[src/rtl/sdrf_pkg.sv]
// Shared constants, codes and types of the shake detector rate filter.
// Used by every module of the block; depends on nothing.
`default_nettype none

package sdrf_pkg;

  localparam int AXIS_W        = 16;
  localparam int TIME_W        = 32;
  localparam int DEV_W         = 16;
  localparam int THR_W         = 15;
  localparam int CNT_W         = 4;
  localparam int RATE_W        = 26;
  localparam int MODE_W        = 2;
  localparam int TDATA_W       = 128;
  localparam int IN_TUSER_W    = 2;
  localparam int OUT_TUSER_W   = 2;
  localparam int CFG_IDX_W     = 3;
  localparam int CFG_DATA_W    = 16;

  localparam int SUM_W         = 32;
  localparam int ROOT_W        = SUM_W / 2;
  localparam int REM_W         = ROOT_W + 2;
  localparam int ROOT_STEPS    = ROOT_W;
  localparam int STEP_CNT_W    = $clog2(ROOT_STEPS);

  localparam int FRAC_BITS       = 8;
  localparam int ALPHA_NUMERATOR = 77;
  localparam int ALPHA_SHIFT     = 8;
  localparam int NUM_AXES        = 3;
  localparam int AXIS_IDX_W      = $clog2(NUM_AXES);
  localparam int FILT_STEPS      = 2 * NUM_AXES;
  localparam int SAMPLE_W        = AXIS_W + 1 + FRAC_BITS;
  localparam int DIFF_W          = ((SAMPLE_W > RATE_W) ? SAMPLE_W : RATE_W) + 1;
  localparam int COEF_W          = 9;
  localparam int PROD_W          = DIFF_W + COEF_W;
  localparam int NEXT_W          = PROD_W + 2;

  localparam logic signed [COEF_W-1:0] ALPHA_COEF = COEF_W'(ALPHA_NUMERATOR);
  localparam logic signed [NEXT_W-1:0] ROUND_HALF = NEXT_W'(1 << (ALPHA_SHIFT - 1));
  localparam logic signed [NEXT_W-1:0] RATE_HI    = NEXT_W'((1 << (RATE_W - 1)) - 1);
  localparam logic signed [NEXT_W-1:0] RATE_LO    = -RATE_HI - NEXT_W'(1);

  localparam logic [CNT_W-1:0] OVER_MAX = '1;

  localparam int QUEUE_DEPTH = 2;
  localparam int QPTR_W      = $clog2(QUEUE_DEPTH);

  localparam logic [MODE_W-1:0] MODE_ERROR = 2'd0;
  localparam logic [MODE_W-1:0] MODE_STILL = 2'd1;
  localparam logic [MODE_W-1:0] MODE_SHAKE = 2'd2;

  localparam logic [CFG_IDX_W-1:0] CFG_REST_BASELINE   = 3'd0;
  localparam logic [CFG_IDX_W-1:0] CFG_SHAKE_THRESHOLD = 3'd1;
  localparam logic [CFG_IDX_W-1:0] CFG_RATE_BIAS_X     = 3'd2;
  localparam logic [CFG_IDX_W-1:0] CFG_RATE_BIAS_Y     = 3'd3;
  localparam logic [CFG_IDX_W-1:0] CFG_RATE_BIAS_Z     = 3'd4;
  localparam logic [CFG_IDX_W-1:0] CFG_CONFIRM_TICKS   = 3'd5;
  localparam logic [CFG_IDX_W-1:0] CFG_HOLD_TIME_MS    = 3'd6;
  localparam logic [CFG_IDX_W-1:0] CFG_RELEASE_TIME_MS = 3'd7;

  localparam int OUT_ACTIVE_BIT  = DEV_W;
  localparam int OUT_CHANGED_BIT = DEV_W + 1;

  typedef struct packed {
    logic [DEV_W-1:0]         rest_baseline;
    logic [THR_W-1:0]         shake_threshold;
    logic signed [AXIS_W-1:0] rate_bias_x;
    logic signed [AXIS_W-1:0] rate_bias_y;
    logic signed [AXIS_W-1:0] rate_bias_z;
    logic [CNT_W-1:0]         confirm_ticks;
    logic [DEV_W-1:0]         hold_time_ms;
    logic [DEV_W-1:0]         release_time_ms;
  } cfg_t;

  typedef struct packed {
    logic [TIME_W-1:0]        time_ms;
    logic signed [AXIS_W-1:0] rot_z;
    logic signed [AXIS_W-1:0] rot_y;
    logic signed [AXIS_W-1:0] rot_x;
    logic signed [AXIS_W-1:0] accel_z;
    logic signed [AXIS_W-1:0] accel_y;
    logic signed [AXIS_W-1:0] accel_x;
  } in_data_t;

  typedef struct packed {
    logic [SUM_W-1:0]         sum_sq;
    logic                     accel_valid;
    logic                     rot_valid;
    logic signed [AXIS_W-1:0] rot_x;
    logic signed [AXIS_W-1:0] rot_y;
    logic signed [AXIS_W-1:0] rot_z;
    logic [TIME_W-1:0]        time_ms;
  } item_t;

  typedef struct packed {
    logic [TIME_W-1:0]        last_shake_time;
    logic signed [RATE_W-1:0] yaw_rate;
    logic signed [RATE_W-1:0] roll_rate;
    logic signed [RATE_W-1:0] pitch_rate;
    logic                     active_changed;
    logic                     shake_active;
    logic [DEV_W-1:0]         deviation;
  } result_t;

endpackage

`default_nettype wire

[src/rtl/sdrf_front.sv]
// Front end: accepts sensor ticks and forms the sum of accelerometer squares
// with one shared multiplier, then hands the tick to the queue. Uses sdrf_pkg.
`default_nettype none

module sdrf_front (
  input  logic                             clk,
  input  logic                             rst,
  input  logic                             s_axis_tvalid,
  output logic                             s_axis_tready,
  input  logic [sdrf_pkg::TDATA_W-1:0]     s_axis_tdata,
  input  logic [sdrf_pkg::IN_TUSER_W-1:0]  s_axis_tuser,
  output logic                             push,
  output sdrf_pkg::item_t                  push_item,
  input  logic                             q_full
);
  import sdrf_pkg::*;

  localparam logic [1:0] STEP_DONE = 2'd3;

  in_data_t                 din;
  logic                     busy;
  logic [1:0]               step;
  logic signed [AXIS_W-1:0] ax, ay, az;
  logic signed [AXIS_W-1:0] sq_in;
  logic signed [SUM_W-1:0]  sq;
  logic [SUM_W-1:0]         acc;
  logic                     accel_valid, rot_valid;
  logic signed [AXIS_W-1:0] rot_x, rot_y, rot_z;
  logic [TIME_W-1:0]        time_ms;
  logic                     accept;

  assign din           = in_data_t'(s_axis_tdata);
  assign s_axis_tready = !busy;
  assign accept        = s_axis_tvalid && !busy;
  assign push          = busy && (step == STEP_DONE) && !q_full;

  always_comb begin
    case (step)
      2'd0:    sq_in = ax;
      2'd1:    sq_in = ay;
      default: sq_in = az;
    endcase
    sq = sq_in * sq_in;
  end

  always_comb begin
    push_item.sum_sq      = acc;
    push_item.accel_valid = accel_valid;
    push_item.rot_valid   = rot_valid;
    push_item.rot_x       = rot_x;
    push_item.rot_y       = rot_y;
    push_item.rot_z       = rot_z;
    push_item.time_ms     = time_ms;
  end

  always_ff @(posedge clk) begin
    if (rst) begin
      busy <= 1'b0;
      step <= 2'd0;
    end else if (accept) begin
      busy <= 1'b1;
      step <= 2'd0;
    end else if (busy && step != STEP_DONE) begin
      step <= step + 2'd1;
    end else if (push) begin
      busy <= 1'b0;
    end
  end

  always_ff @(posedge clk) begin
    if (accept) begin
      ax          <= din.accel_x;
      ay          <= din.accel_y;
      az          <= din.accel_z;
      rot_x       <= din.rot_x;
      rot_y       <= din.rot_y;
      rot_z       <= din.rot_z;
      time_ms     <= din.time_ms;
      accel_valid <= s_axis_tuser[0];
      rot_valid   <= s_axis_tuser[1];
      acc         <= '0;
    end else if (busy && step != STEP_DONE) begin
      acc <= acc + $unsigned(sq);
    end
  end

endmodule

`default_nettype wire

[src/rtl/sdrf_queue.sv]
// Two-entry queue between the front end and the back end.
// Holds sdrf_pkg::item_t entries; uses sdrf_pkg.
`default_nettype none

module sdrf_queue (
  input  logic            clk,
  input  logic            rst,
  input  logic            push,
  input  sdrf_pkg::item_t push_item,
  output logic            full,
  input  logic            pop,
  output sdrf_pkg::item_t pop_item,
  output logic            empty
);
  import sdrf_pkg::*;

  item_t             slot [QUEUE_DEPTH];
  logic [QPTR_W-1:0] wr_ptr, rd_ptr;
  logic [QPTR_W:0]   count;

  assign full     = (count == (QPTR_W + 1)'(QUEUE_DEPTH));
  assign empty    = (count == '0);
  assign pop_item = slot[rd_ptr];

  always_ff @(posedge clk) begin
    if (push) begin
      slot[wr_ptr] <= push_item;
    end
  end

  always_ff @(posedge clk) begin
    if (rst) begin
      wr_ptr <= '0;
      rd_ptr <= '0;
      count  <= '0;
    end else begin
      if (push) begin
        wr_ptr <= wr_ptr + QPTR_W'(1);
      end
      if (pop) begin
        rd_ptr <= rd_ptr + QPTR_W'(1);
      end
      case ({push, pop})
        2'b10:   count <= count + (QPTR_W + 1)'(1);
        2'b01:   count <= count - (QPTR_W + 1)'(1);
        default: count <= count;
      endcase
    end
  end

endmodule

`default_nettype wire

[src/rtl/sdrf_back.sv]
// Back end: iterative square root, deviation, shake confirmation, hold and
// release timing, rate filters and the output register. Uses sdrf_pkg.
`default_nettype none

module sdrf_back (
  input  logic                             clk,
  input  logic                             rst,
  input  sdrf_pkg::cfg_t                   cfg,
  input  logic                             q_empty,
  input  sdrf_pkg::item_t                  q_item,
  output logic                             pop,
  output logic                             m_axis_tvalid,
  input  logic                             m_axis_tready,
  output logic [sdrf_pkg::TDATA_W-1:0]     m_axis_tdata,
  output logic [sdrf_pkg::OUT_TUSER_W-1:0] m_axis_tuser
);
  import sdrf_pkg::*;

  localparam logic [1:0] ST_IDLE = 2'd0;
  localparam logic [1:0] ST_SQRT = 2'd1;
  localparam logic [1:0] ST_DEV  = 2'd2;
  localparam logic [1:0] ST_EVAL = 2'd3;

  localparam logic [STEP_CNT_W-1:0] LAST_STEP  = STEP_CNT_W'(ROOT_STEPS - 1);
  localparam logic [STEP_CNT_W-1:0] FILT_LIMIT = STEP_CNT_W'(FILT_STEPS);

  logic [1:0]            st;
  logic [STEP_CNT_W-1:0] cnt;
  item_t                 cur;
  logic [SUM_W-1:0]      x;
  logic [REM_W-1:0]      rem;
  logic [ROOT_W-1:0]     root;
  logic [DEV_W-1:0]      dev;

  logic [MODE_W-1:0]     mode;
  logic [CNT_W-1:0]      over_count;
  logic [TIME_W-1:0]     confirm_time;
  logic [TIME_W-1:0]     recent_shake_time;
  logic                  active_flag;
  logic [DEV_W-1:0]      last_deviation;
  logic signed [RATE_W-1:0] filt [NUM_AXES];

  logic                  out_valid;
  result_t               out_data;
  logic [MODE_W-1:0]     out_mode;
  logic                  out_free;
  logic                  load;

  // square root step
  logic [REM_W+1:0]      shifted, trial;
  logic                  ge;

  always_comb begin
    shifted = {rem, x[SUM_W-1 -: 2]};
    trial   = {2'b00, root, 2'b01};
    ge      = (shifted >= trial);
  end

  // filter datapath
  logic [AXIS_IDX_W-1:0]    axis;
  logic                     filt_en, filt_mul;
  logic signed [AXIS_W-1:0] raw, bias;
  logic signed [AXIS_W:0]   centered;
  logic signed [SAMPLE_W-1:0] samp;
  logic signed [RATE_W-1:0] f_cur;
  logic signed [DIFF_W-1:0] diff;
  logic signed [PROD_W-1:0] prod;
  logic signed [NEXT_W-1:0] rounded, f_sum;
  logic signed [RATE_W-1:0] f_sat;

  always_comb begin
    case (cnt[2:1])
      2'd0:    axis = AXIS_IDX_W'(0);
      2'd1:    axis = AXIS_IDX_W'(1);
      default: axis = AXIS_IDX_W'(2);
    endcase
    case (axis)
      AXIS_IDX_W'(0): begin
        raw  = cur.rot_x;
        bias = cfg.rate_bias_x;
      end
      AXIS_IDX_W'(1): begin
        raw  = cur.rot_y;
        bias = cfg.rate_bias_y;
      end
      default: begin
        raw  = cur.rot_z;
        bias = cfg.rate_bias_z;
      end
    endcase
    filt_en  = (st == ST_SQRT) && cur.rot_valid && (cnt < FILT_LIMIT);
    filt_mul = !cnt[0];
    f_cur    = filt[axis];
    centered = {raw[AXIS_W-1], raw} - {bias[AXIS_W-1], bias};
    samp     = {centered, {FRAC_BITS{1'b0}}};
    diff     = DIFF_W'(samp) - DIFF_W'(f_cur);
    rounded  = (NEXT_W'(prod) + ROUND_HALF) >>> ALPHA_SHIFT;
    f_sum    = NEXT_W'(f_cur) + rounded;
    if (f_sum > RATE_HI) begin
      f_sat = RATE_HI[RATE_W-1:0];
    end else if (f_sum < RATE_LO) begin
      f_sat = RATE_LO[RATE_W-1:0];
    end else begin
      f_sat = f_sum[RATE_W-1:0];
    end
  end

  // decision
  logic                  over;
  logic [CNT_W-1:0]      oc_inc;
  logic [MODE_W-1:0]     mode_next;
  logic [CNT_W-1:0]      over_count_next;
  logic [TIME_W-1:0]     confirm_time_next;
  logic [TIME_W-1:0]     recent_next;
  logic                  active_next;
  logic                  changed;
  logic [DEV_W-1:0]      last_dev_next;

  always_comb begin
    over              = (dev >= {1'b0, cfg.shake_threshold});
    oc_inc            = (over_count < OVER_MAX) ? over_count + CNT_W'(1) : over_count;
    mode_next         = mode;
    over_count_next   = over_count;
    confirm_time_next = confirm_time;
    last_dev_next     = last_deviation;
    if (cur.accel_valid) begin
      last_dev_next = dev;
      if (over) begin
        over_count_next = oc_inc;
        if (oc_inc >= cfg.confirm_ticks) begin
          confirm_time_next = cur.time_ms;
          mode_next         = MODE_SHAKE;
        end
      end else begin
        over_count_next = '0;
        mode_next = ((cur.time_ms - confirm_time) < TIME_W'(cfg.hold_time_ms)) ?
                    MODE_SHAKE : MODE_STILL;
      end
    end else begin
      mode_next = MODE_ERROR;
    end

    recent_next = recent_shake_time;
    active_next = active_flag;
    changed     = 1'b0;
    if (mode_next == MODE_SHAKE) begin
      recent_next = cur.time_ms;
      if (!active_flag) begin
        active_next = 1'b1;
        changed     = 1'b1;
      end
    end else if (active_flag &&
                 ((cur.time_ms - recent_shake_time) > TIME_W'(cfg.release_time_ms))) begin
      active_next = 1'b0;
      changed     = 1'b1;
    end
  end

  assign out_free      = !out_valid || m_axis_tready;
  assign pop           = (st == ST_IDLE) && !q_empty;
  assign load          = (st == ST_EVAL) && out_free;
  assign m_axis_tvalid = out_valid;
  assign m_axis_tdata  = out_data;
  assign m_axis_tuser  = out_mode;

  always_ff @(posedge clk) begin
    if (rst) begin
      st  <= ST_IDLE;
      cnt <= '0;
    end else begin
      unique case (st)
        ST_IDLE: begin
          if (pop) begin
            st  <= ST_SQRT;
            cnt <= '0;
          end
        end
        ST_SQRT: begin
          cnt <= cnt + STEP_CNT_W'(1);
          if (cnt == LAST_STEP) begin
            st <= ST_DEV;
          end
        end
        ST_DEV: begin
          st <= ST_EVAL;
        end
        ST_EVAL: begin
          if (load) begin
            st <= ST_IDLE;
          end
        end
        default: st <= ST_IDLE;
      endcase
    end
  end

  always_ff @(posedge clk) begin
    if (pop) begin
      cur  <= q_item;
      x    <= q_item.sum_sq;
      rem  <= '0;
      root <= '0;
    end else if (st == ST_SQRT) begin
      x    <= {x[SUM_W-3:0], 2'b00};
      rem  <= ge ? REM_W'(shifted - trial) : shifted[REM_W-1:0];
      root <= {root[ROOT_W-2:0], ge};
    end
    if (st == ST_DEV) begin
      dev <= (root >= cfg.rest_baseline) ? root - cfg.rest_baseline
                                         : cfg.rest_baseline - root;
    end
    if (filt_en && filt_mul) begin
      prod <= diff * ALPHA_COEF;
    end
    if (load) begin
      out_mode                 <= mode_next;
      out_data.deviation       <= last_dev_next;
      out_data.shake_active    <= active_next;
      out_data.active_changed  <= changed;
      out_data.pitch_rate      <= filt[0];
      out_data.roll_rate       <= filt[1];
      out_data.yaw_rate        <= filt[2];
      out_data.last_shake_time <= recent_next;
    end
  end

  always_ff @(posedge clk) begin
    if (rst) begin
      mode              <= MODE_STILL;
      over_count        <= '0;
      confirm_time      <= '0;
      recent_shake_time <= '0;
      active_flag       <= 1'b0;
      last_deviation    <= '0;
      out_valid         <= 1'b0;
      for (int i = 0; i < NUM_AXES; i++) begin
        filt[i] <= '0;
      end
    end else begin
      if (filt_en && !filt_mul) begin
        filt[axis] <= f_sat;
      end
      if (load) begin
        mode              <= mode_next;
        over_count        <= over_count_next;
        confirm_time      <= confirm_time_next;
        recent_shake_time <= recent_next;
        active_flag       <= active_next;
        last_deviation    <= last_dev_next;
        out_valid         <= 1'b1;
      end else if (m_axis_tready) begin
        out_valid <= 1'b0;
      end
    end
  end

endmodule

`default_nettype wire

[src/rtl/shake_detector_rate_filter.sv]
// Top level of the shake detector rate filter: configuration registers,
// front end, queue and back end. Uses sdrf_pkg, sdrf_front, sdrf_queue, sdrf_back.
//
// One result leaves for every tick taken in. The back end works on one tick at
// a time: a pop, a 16-step square root (one result bit a cycle), a deviation
// step and a decision step that waits while the output register is full; the
// rate filters run alongside the root. The front end takes no new tick while it
// forms the sum of squares on one multiplier or waits for room in the queue,
// and a two-entry queue lets it run ahead of the back end. Configuration writes
// are always ready and take effect at once; write them only while no tick is in
// flight.
`default_nettype none

module shake_detector_rate_filter (
  input  logic                             clk,
  input  logic                             rst,
  // accel_x, accel_y, accel_z, rot_x, rot_y, rot_z, time_ms
  input  logic [sdrf_pkg::TDATA_W-1:0]     s_axis_tdata,
  // accel_valid, rot_valid
  input  logic [sdrf_pkg::IN_TUSER_W-1:0]  s_axis_tuser,
  input  logic                             s_axis_tvalid,
  output logic                             s_axis_tready,
  // deviation, shake_active, active_changed, pitch_rate, roll_rate,
  // yaw_rate, last_shake_time
  output logic [sdrf_pkg::TDATA_W-1:0]     m_axis_tdata,
  // motion_state
  output logic [sdrf_pkg::OUT_TUSER_W-1:0] m_axis_tuser,
  output logic                             m_axis_tvalid,
  input  logic                             m_axis_tready,
  input  logic                             cfg_valid,
  output logic                             cfg_ready,
  input  logic [sdrf_pkg::CFG_IDX_W-1:0]   cfg_index,
  input  logic [sdrf_pkg::CFG_DATA_W-1:0]  cfg_data
);
  import sdrf_pkg::*;

  cfg_t  cfg;
  item_t push_item, pop_item;
  logic  push, pop, q_full, q_empty;

  assign cfg_ready = 1'b1;

  always_ff @(posedge clk) begin
    if (rst) begin
      cfg.rest_baseline   <= 16'd16384;
      cfg.shake_threshold <= 15'd819;
      cfg.rate_bias_x     <= '0;
      cfg.rate_bias_y     <= '0;
      cfg.rate_bias_z     <= '0;
      cfg.confirm_ticks   <= 4'd3;
      cfg.hold_time_ms    <= 16'd2000;
      cfg.release_time_ms <= 16'd1000;
    end else if (cfg_valid) begin
      unique case (cfg_index)
        CFG_REST_BASELINE:   cfg.rest_baseline   <= cfg_data;
        CFG_SHAKE_THRESHOLD: cfg.shake_threshold <= cfg_data[THR_W-1:0];
        CFG_RATE_BIAS_X:     cfg.rate_bias_x     <= cfg_data;
        CFG_RATE_BIAS_Y:     cfg.rate_bias_y     <= cfg_data;
        CFG_RATE_BIAS_Z:     cfg.rate_bias_z     <= cfg_data;
        CFG_CONFIRM_TICKS:   cfg.confirm_ticks   <= cfg_data[CNT_W-1:0];
        CFG_HOLD_TIME_MS:    cfg.hold_time_ms    <= cfg_data;
        CFG_RELEASE_TIME_MS: cfg.release_time_ms <= cfg_data;
        default: ;
      endcase
    end
  end

  sdrf_front u_front (
    .clk           (clk),
    .rst           (rst),
    .s_axis_tvalid (s_axis_tvalid),
    .s_axis_tready (s_axis_tready),
    .s_axis_tdata  (s_axis_tdata),
    .s_axis_tuser  (s_axis_tuser),
    .push          (push),
    .push_item     (push_item),
    .q_full        (q_full)
  );

  sdrf_queue u_queue (
    .clk       (clk),
    .rst       (rst),
    .push      (push),
    .push_item (push_item),
    .full      (q_full),
    .pop       (pop),
    .pop_item  (pop_item),
    .empty     (q_empty)
  );

  sdrf_back u_back (
    .clk           (clk),
    .rst           (rst),
    .cfg           (cfg),
    .q_empty       (q_empty),
    .q_item        (pop_item),
    .pop           (pop),
    .m_axis_tvalid (m_axis_tvalid),
    .m_axis_tready (m_axis_tready),
    .m_axis_tdata  (m_axis_tdata),
    .m_axis_tuser  (m_axis_tuser)
  );

endmodule

`default_nettype wire

[config.mk]
export PLATFORM = sky130hd
export DESIGN_NAME = shake_detector_rate_filter
export DESIGN_NICKNAME = d
export VERILOG_FILES = /design/src/rtl/sdrf_pkg.sv /design/src/rtl/sdrf_front.sv /design/src/rtl/sdrf_queue.sv /design/src/rtl/sdrf_back.sv /design/src/rtl/shake_detector_rate_filter.sv
export SDC_FILE = /design/constraint.sdc
export NUM_CORES = 2
export LEC_CHECK = 0
export ABC_CLOCK_PERIOD_IN_PS = 23500
export BUFFER_PORTS_ARGS = -buffer_cell sky130_fd_sc_hd__buf_2
export CORE_ASPECT_RATIO = 0.6
export CORE_UTILIZATION = 66
export DETAILED_ROUTE_END_ITERATION = 7
export GPL_TIMING_DRIVEN = 0
export MAX_ROUTING_LAYER = met4
export PLACE_DENSITY = 0.93
export RECOVER_POWER = 100
export SETUP_SLACK_MARGIN = 0.3
export SLEW_MARGIN = 20
export SYNTH_ARGS = -nofsm -noshare
export SYNTH_HDL_FRONTEND = slang
export SYNTH_SLANG_ARGS = --single-unit
[constraint.sdc]
create_clock -name clk -period 23.5 [get_ports clk]
set_input_delay 7.05 -clock clk [delete_from_list [all_inputs] [get_ports clk]]
set_output_delay 7.05 -clock clk [all_outputs]
set_load 0.03 [all_outputs]
# After elaboration in Yosys (flattened, before gate mapping)
# Memories as Yosys holds them, arrays and structs flattened. A register that Yosys moved wholly into a read port is not among the register bits.
# Index checks and enable logic that the tools add are counted.
[classes]
n_addsub = 17
n_mul = 2
reduce_logical = 43
mux = 47
n_eq_ne = 24
magnitude_cmp = 10
[ops]
columns = ["operator", "count"]
rows = [
  ["32-bit two-way mux", 3],
  ["16-bit one-hot mux with 2 select lines", 3],
  ["26-bit two-way mux", 3],
  ["32-bit subtractor", 2],
  ["38-bit by 26-bit greater-than comparator with 1-bit output (second input constant)", 1],
  ["38-bit by 26-bit less-than comparator with 1-bit output (second input constant)", 1],
  ["35-bit by 9-bit adder with 36-bit output (second input constant)", 1],
  ["27-bit by 8-bit multiplier with 35-bit output (second input constant)", 1],
  ["32-bit adder", 1],
  ["32-bit by 16-bit greater-than comparator with 1-bit output", 1],
  ["32-bit by 16-bit less-than comparator with 1-bit output", 1],
  ["16-bit by 16-bit multiplier with 32-bit output", 1],
  ["16-bit two-way mux", 2],
  ["16-bit subtractor", 2],
  ["26-bit by 28-bit adder with 29-bit output", 1],
  ["25-bit by 26-bit subtractor with 27-bit output", 1],
  ["26-bit OR reduction", 1],
  ["2-bit AND reduction", 11],
  ["20-bit by 18-bit >= comparator with 1-bit output", 1],
  ["1-bit two-way mux", 20],
  ["18-bit two-way mux", 1],
  ["18-bit subtractor", 1],
  ["16-bit by 16-bit subtractor with 17-bit output", 1],
  ["16-bit by 15-bit >= comparator with 1-bit output", 1],
  ["other kinds (30)", 81],
]
[totals]
out_inout_bits = 133
word_cells = 193
mem_bits_rw = 306
mem_count = 2
reg_bits = 629
input_bits = 154
[memory_table]
columns = ["name", "words", "width", "rd", "rd_clocked_by_memory_dff", "wr", "line_no", "text"]
rows = [
  ["u_queue.slot", 2, 114, 1, 1, 1, "sdrf_queue.sv:17", "item_t slot [QUEUE_DEPTH];"],
  ["u_back.filt", 3, 26, 4, 3, 3, "sdrf_back.sv:41", "logic signed [RATE_W-1:0] filt [NUM_AXES];"],
]

# Logic depth before layout (Yosys ltp)
[logic_depth]
word_depth = 9
depth_mapped = 42
ltp_nobuf = 38

# Cells and area by module
# From an unflattened synthesis, not the netlist that was laid out.
[hier_totals]
hier_cells = 5655
area_unflattened_um2 = 61402.6
[modules_own_cells]
columns = ["mod", "seq_area_each_um2", "n_inst", "cells_each", "area_per_inst_um2"]
rows = [
  ["sdrf_back", 13553.0, 1, 3480, 33153.0],
  ["sdrf_front", 4604.4, 1, 1380, 15228.4],
  ["sdrf_queue", 6946.7, 1, 377, 8455.6],
  ["shake_detector_rate_filter", 2302.2, 1, 418, 4565.6],
]

# Worst setup path after synthesis
# No wires, ideal clock.
[synth_path]
path_kind = "input to register"
start = "input m_axis_tready"
end = "register u_back.last_deviation[10]"
path_buffers = 2
setup_time_ns = 0.130
arrival_time_ns = 11.695
t_required_ns = 23.370
cell_stages = 6
path_slack_ns = 11.675
path_cell_list = "nor2b_1 -> nor2b_1 -> clkbuf_1 -> buf_1 -> mux2i_1 -> nor2_1"
[synth_between]
elab_chain_cells = 2
[synth_lines]
columns = ["element", "line_no", "text"]
rows = [
  ["start, declared", "shake_detector_rate_filter.sv:29", "input logic m_axis_tready,"],
  ["1-bit logical OR", "sdrf_back.sv:159", "assign out_free = !out_valid || m_axis_tready;"],
  ["1-bit logical AND", "sdrf_back.sv:161", "assign load = (st == ST_EVAL) && out_free;"],
  ["net u_back.load", "sdrf_back.sv:47", "logic load;"],
  ["end signal, assigned", "sdrf_back.sv:249", "last_deviation <= last_dev_next;"],
  ["end, declared", "sdrf_back.sv:40", "logic [DEV_W-1:0] last_deviation;"],
]
# The timed path passes the listed nets, and every way through them passes these cells.
# A chain may end at the register's enable or synchronous reset.

# Worst setup path in the final report
[layout_path]
start = "register u_back.cnt[1]"
end = "register u_back.prod[34] (netlist name)"
[layout_between]
elab_chain_cells = 7
elab_cells_between_ends = 11
[layout_lines]
columns = ["element", "line_no", "text"]
rows = [
  ["start, declared", "sdrf_back.sv:28", "logic [STEP_CNT_W-1:0] cnt;"],
  ["start signal, assigned", "sdrf_back.sv:179", "cnt <= cnt + STEP_CNT_W'(1);"],
  ["2-bit by 1-bit == test with 1-bit output or 2-bit logical NOT (tied branches)", "sdrf_back.sv:72", "case (cnt[2:1])"],
  ["2-bit one-hot mux with 2 select lines (*)", "sdrf_back.sv:72", ""],
  ["2-bit by 1-bit == test with 1-bit output or 2-bit logical NOT (tied branches)", "sdrf_back.sv:77", "case (axis)"],
  ["16-bit one-hot mux with 2 select lines", "sdrf_back.sv:77", ""],
  ["16-bit by 16-bit subtractor with 17-bit output", "sdrf_back.sv:94", "centered = {raw[AXIS_W-1], raw} - {bias[AXIS_W-1], bias};"],
  ["25-bit by 26-bit subtractor with 27-bit output (*)", "sdrf_back.sv:96", "diff = DIFF_W'(samp) - DIFF_W'(f_cur);"],
  ["27-bit by 8-bit multiplier with 35-bit output (*)", "sdrf_back.sv:213", "prod <= diff * ALPHA_COEF;"],
]
# Every way passes the cells marked *; elsewhere a longest branch is shown, timed or not.

==> results.json <==
{
  "clock_latency_ps": 710,
  "drt_iter0_drc": 6064,
  "htree_levels": 3,
  "crit_type": "register to register",
  "arrival_ps": 13230,
  "endpoint_kind": "register",
  "worst-path-max-fanout": 10,
  "timing.hold.ws_ps": 442,
  "synth.distinct_cells": 100,
  "ys_seq_area_share_pct": 45.1,
  "r2r_start": "u_back.cnt[1]$_SDFFE_PP0P_",
  "nNetsFinal": 6907,
  "postCtsHoldBufs": 0,
  "vias": 45400,
  "slew_viol_final": 485,
  "max_freq_mhz": 78.2,
  "routed_wl_um": 166000,
  "fin_tns_setup_ps": 0,
  "ios": 287,
  "synthMuxAreaShare_pct": 5.18,
  "r2r_slack_ps": 10710,
  "synth_xor_xnor_area_share_pct": 3.26,
  "startpoint_type": "register",
  "fp.dieW_um": 394,
  "r2r_end": "u_back.prod[34]$_DFFE_PP_",
  "root_buffer": "clkbuf_16",
  "clock_path_buffers": 3,
  "cts_tree": "yes",
  "grt-ovfl-total": 0,
  "period_share_pct": 54.4,
  "portBuffers": 276,
  "cts.repair.resized": 0,
  "route.top_layer_used": "met4",
  "tightest_slew_ps": 2940,
  "wl_per_cell_um": 22.8,
  "yosysWarnings": 0,
  "dp_hpwl_um": 126000,
  "drc": 9,
  "max_stage_delay_ps": 890,
  "grt_usage_pct": 36.4,
  "synth_top_family_by_area": "adder cells",
  "grt_pass1_wl_um": 253000,
  "die_area_um2": 93300,
  "synthArstFlopShare_pct": 0,
  "row_count": 85,
  "slew_headroom_pct": -96.1,
  "hold-path-endpoint": "u_queue.slot[0][78]$_DFFE_PP_",
  "setup_viol": 0,
  "core_um2": 90400,
  "synth_compound_area_share_pct": 11.2,
  "clk_pin_slew_worst_paths_ps": 70,
  "drive_gt1_share_pct": 6.75,
  "status": "finished, violations left",
  "syn_inst": 5596,
  "grt_pass1_vias": 44800,
  "cts.sinks": 1007,
  "die_y_um": 237,
  "first_pass_iters": 8,
  "area_growth_pct": 9.39,
  "fin_cells": 7292,
  "violations": "design-rule violations, max-capacitance violations, max-slew violations",
  "wl_met1_um": 67200,
  "start_util_pct": 67.2,
  "final_cell_area_um2": 66400,
  "syn_area_um2": 60700,
  "drv_cap": 16,
  "hold_path.class": "register to register",
  "synth_top_flop_cell": "edfxtp_1",
  "slowest_stage": "clkbuf_1",
  "wl_met3_um": 24200,
  "finalCriticalPeriod_ps": 12790,
  "route.met2.wl_um": 69100,
  "synthAdderAreaFrac_pct": 19.8,
  "avgSynthCellArea_um2": 10.9,
  "via_per_inst": 6.23,
  "rsz0062_at_grt": "false",
  "postRouteAntennaNets": 0,
  "placed_area_um2": 64200,
  "ys_ff_latch": 1007,
  "synth-simple-area-share_pct": 9.76,
  "min_path_cells": 0,
  "finalHoldViolations": 0,
  "synthesis.nets": 6518,
  "synth_edf_count": 724,
  "place_inst": 7111,
  "clock_skew_ps": 42.3,
  "cts_setup_buffers": 0,
  "reg2regPathDepth": 38,
  "min-delay-start": "u_front.rot_x[14]$_DFFE_PP_",
  "crit_path_frequent_cell": "o21ai_0",
  "cts_buffers": 90,
  "routabilityCongestion": 1.02,
  "grt_max_degree": 52,
  "grt_antenna_before_repair": 11,
  "critPathRequiredTime_ps": 23940
}
## final cells by class
class | count | area, um^2
Multi-Input combinational cell | 3731 | 29900
Sequential cell | 1007 | 27400
Fill cell | 5971 | 24000
Clock buffer | 121 | 2530
Inverter | 662 | 2480
Tap cell | 1218 | 1520
Timing Repair Buffer | 297 | 1280
Buffer | 196 | 806
Clock inverter | 43 | 440
Antenna cell | 17 | 42.5
## metal layers
| layer | vias to the layer above | GRT usage (%) |
|---|---|---|
| li1 | 20200 | - |
| met4 | 0 | 11.4 |
| met5 | - | - |
| met3 | 455 | 12.6 |
| met1 | 21800 | 50.1 |
| met2 | 3001 | 50.6 |
## layout by cell type (no fill, tap or decap), types with 12 or more instances in the layout
cell,instances
diode_2,17
mux2_2,86
xor2_1,72
o21ai_1,13
edfxtp_1,724
clkbuf_16,94
a21o_1,101
o21bai_1,22
a211oi_1,46
fa_1,321
o31ai_1,90
nand2b_1,34
xnor2_1,150
nand4_1,37
a21boi_0,15
a21oi_1,356
mux2i_1,189
a31oi_1,20
clkinv_1,15
inv_1,655
ha_1,446
mux2_1,24
nand3_1,68
a22o_1,17
and3_1,29
nor2b_1,42
o211ai_1,35
o21a_1,54
o21ai_0,199
nor2_1,335
and2_1,12
dfxtp_1,283
buf_2,135
or3_1,18
nor3_1,53
nand2_1,684
clkbuf_1,360
## worst max-delay path by stage
stage	from	to	slack, ps	depth (start not counted)
4_1_cts	u_back.cnt[1]$_SDFFE_PP0P_	u_back.prod[34]$_DFFE_PP_	11820	40
5_1_grt	u_back.cnt[1]$_SDFFE_PP0P_	u_back.prod[34]$_DFFE_PP_	10000	38
2_1_floorplan	m_axis_tready	u_back.last_deviation[10]$_SDFFE_PP0P_	11670	6
3_5_place_dp	u_back.cnt[1]$_SDFFE_PP0P_	u_back.prod[34]$_DFFE_PP_	11960	40
3_3_place_gp	m_axis_tready	u_back.last_deviation[10]$_SDFFE_PP0P_	9490	7
6_report	u_back.cnt[1]$_SDFFE_PP0P_	u_back.prod[34]$_DFFE_PP_	10710	38
## cell usage after synthesis (68+ instances only)
| master | n | area, um^2 |
|---|---|---|
| mux2_2 | 107 | 1200 |
| o21ai_0 | 171 | 856 |
| inv_1 | 653 | 2450 |
| xor2_1 | 72 | 631 |
| o31ai_1 | 89 | 668 |
| nor2_1 | 335 | 1260 |
| xnor2_1 | 150 | 1310 |
| mux2i_1 | 189 | 1890 |
| dfxtp_1 | 283 | 5670 |
| a21oi_1 | 362 | 1810 |
| nand3_1 | 68 | 340 |
| a21o_1 | 101 | 758 |
| ha_1 | 446 | 5580 |
| nand2_1 | 684 | 2570 |
| edfxtp_1 | 724 | 21700 |
| clkbuf_1 | 138 | 518 |
| fa_1 | 322 | 6450 |
## flip-flops by register name, indices dropped and copies added, names as in the netlist, 16 cells and up, named ones only
register                  flops
u_front.time_ms              32
u_front.rot_x                16
u_back.prod                  28
u_queue.slot                228
u_back.m_axis_tdata          50
u_front.acc                  32
u_back.root                  16
u_back.dev                   16
u_front.rot_z                16
u_back.confirm_time          32
u_front.ax                   16
u_back.rem                   18
u_back.filt                  78
m_axis_tdata                 78
u_back.last_deviation        16
cfg                         115
u_front.rot_y                16
u_back.x                     32
u_back.recent_shake_time     32
u_front.az                   16
u_back.cur                   82
u_front.ay                   16
## worst max-delay path, delay by kind of cell (launching register included)
family / cells / cell delay [ps]
fa+ha+maj: 6 / 2560
buf+inv: 6 / 2490
flops: 1 / 400
mux: 1 / 160
xor+xnor: 2 / 180
simple gates: 6 / 1270
compound gates: 17 / 5450
## per-stage QoR
stage / worst slack [ps] / util [%]
floorplan: 11670 / -
global placement: 9490 / 70.4
detailed placement: 11960 / 71.0
CTS: 11820 / 74.3
global route: 10000 / 73.5
finish: 10710 / 73.5
## cell families after synthesis
| group | Yosys count |
|---|---|
| AO/OA/AOI/OAI | 1070 |
| multiplexers | 300 |
| other | 1 |
| XOR/XNOR | 224 |
| flip-flops | 1007 |
| buffers and inverters | 858 |
| AND/OR/NAND/NOR | 1368 |
| adder cells (fa/ha/maj) | 768 |
Power is left out: the tool's default activity adds up to more than one toggle a clock period on the data nets, which glitch-free logic cannot reach.
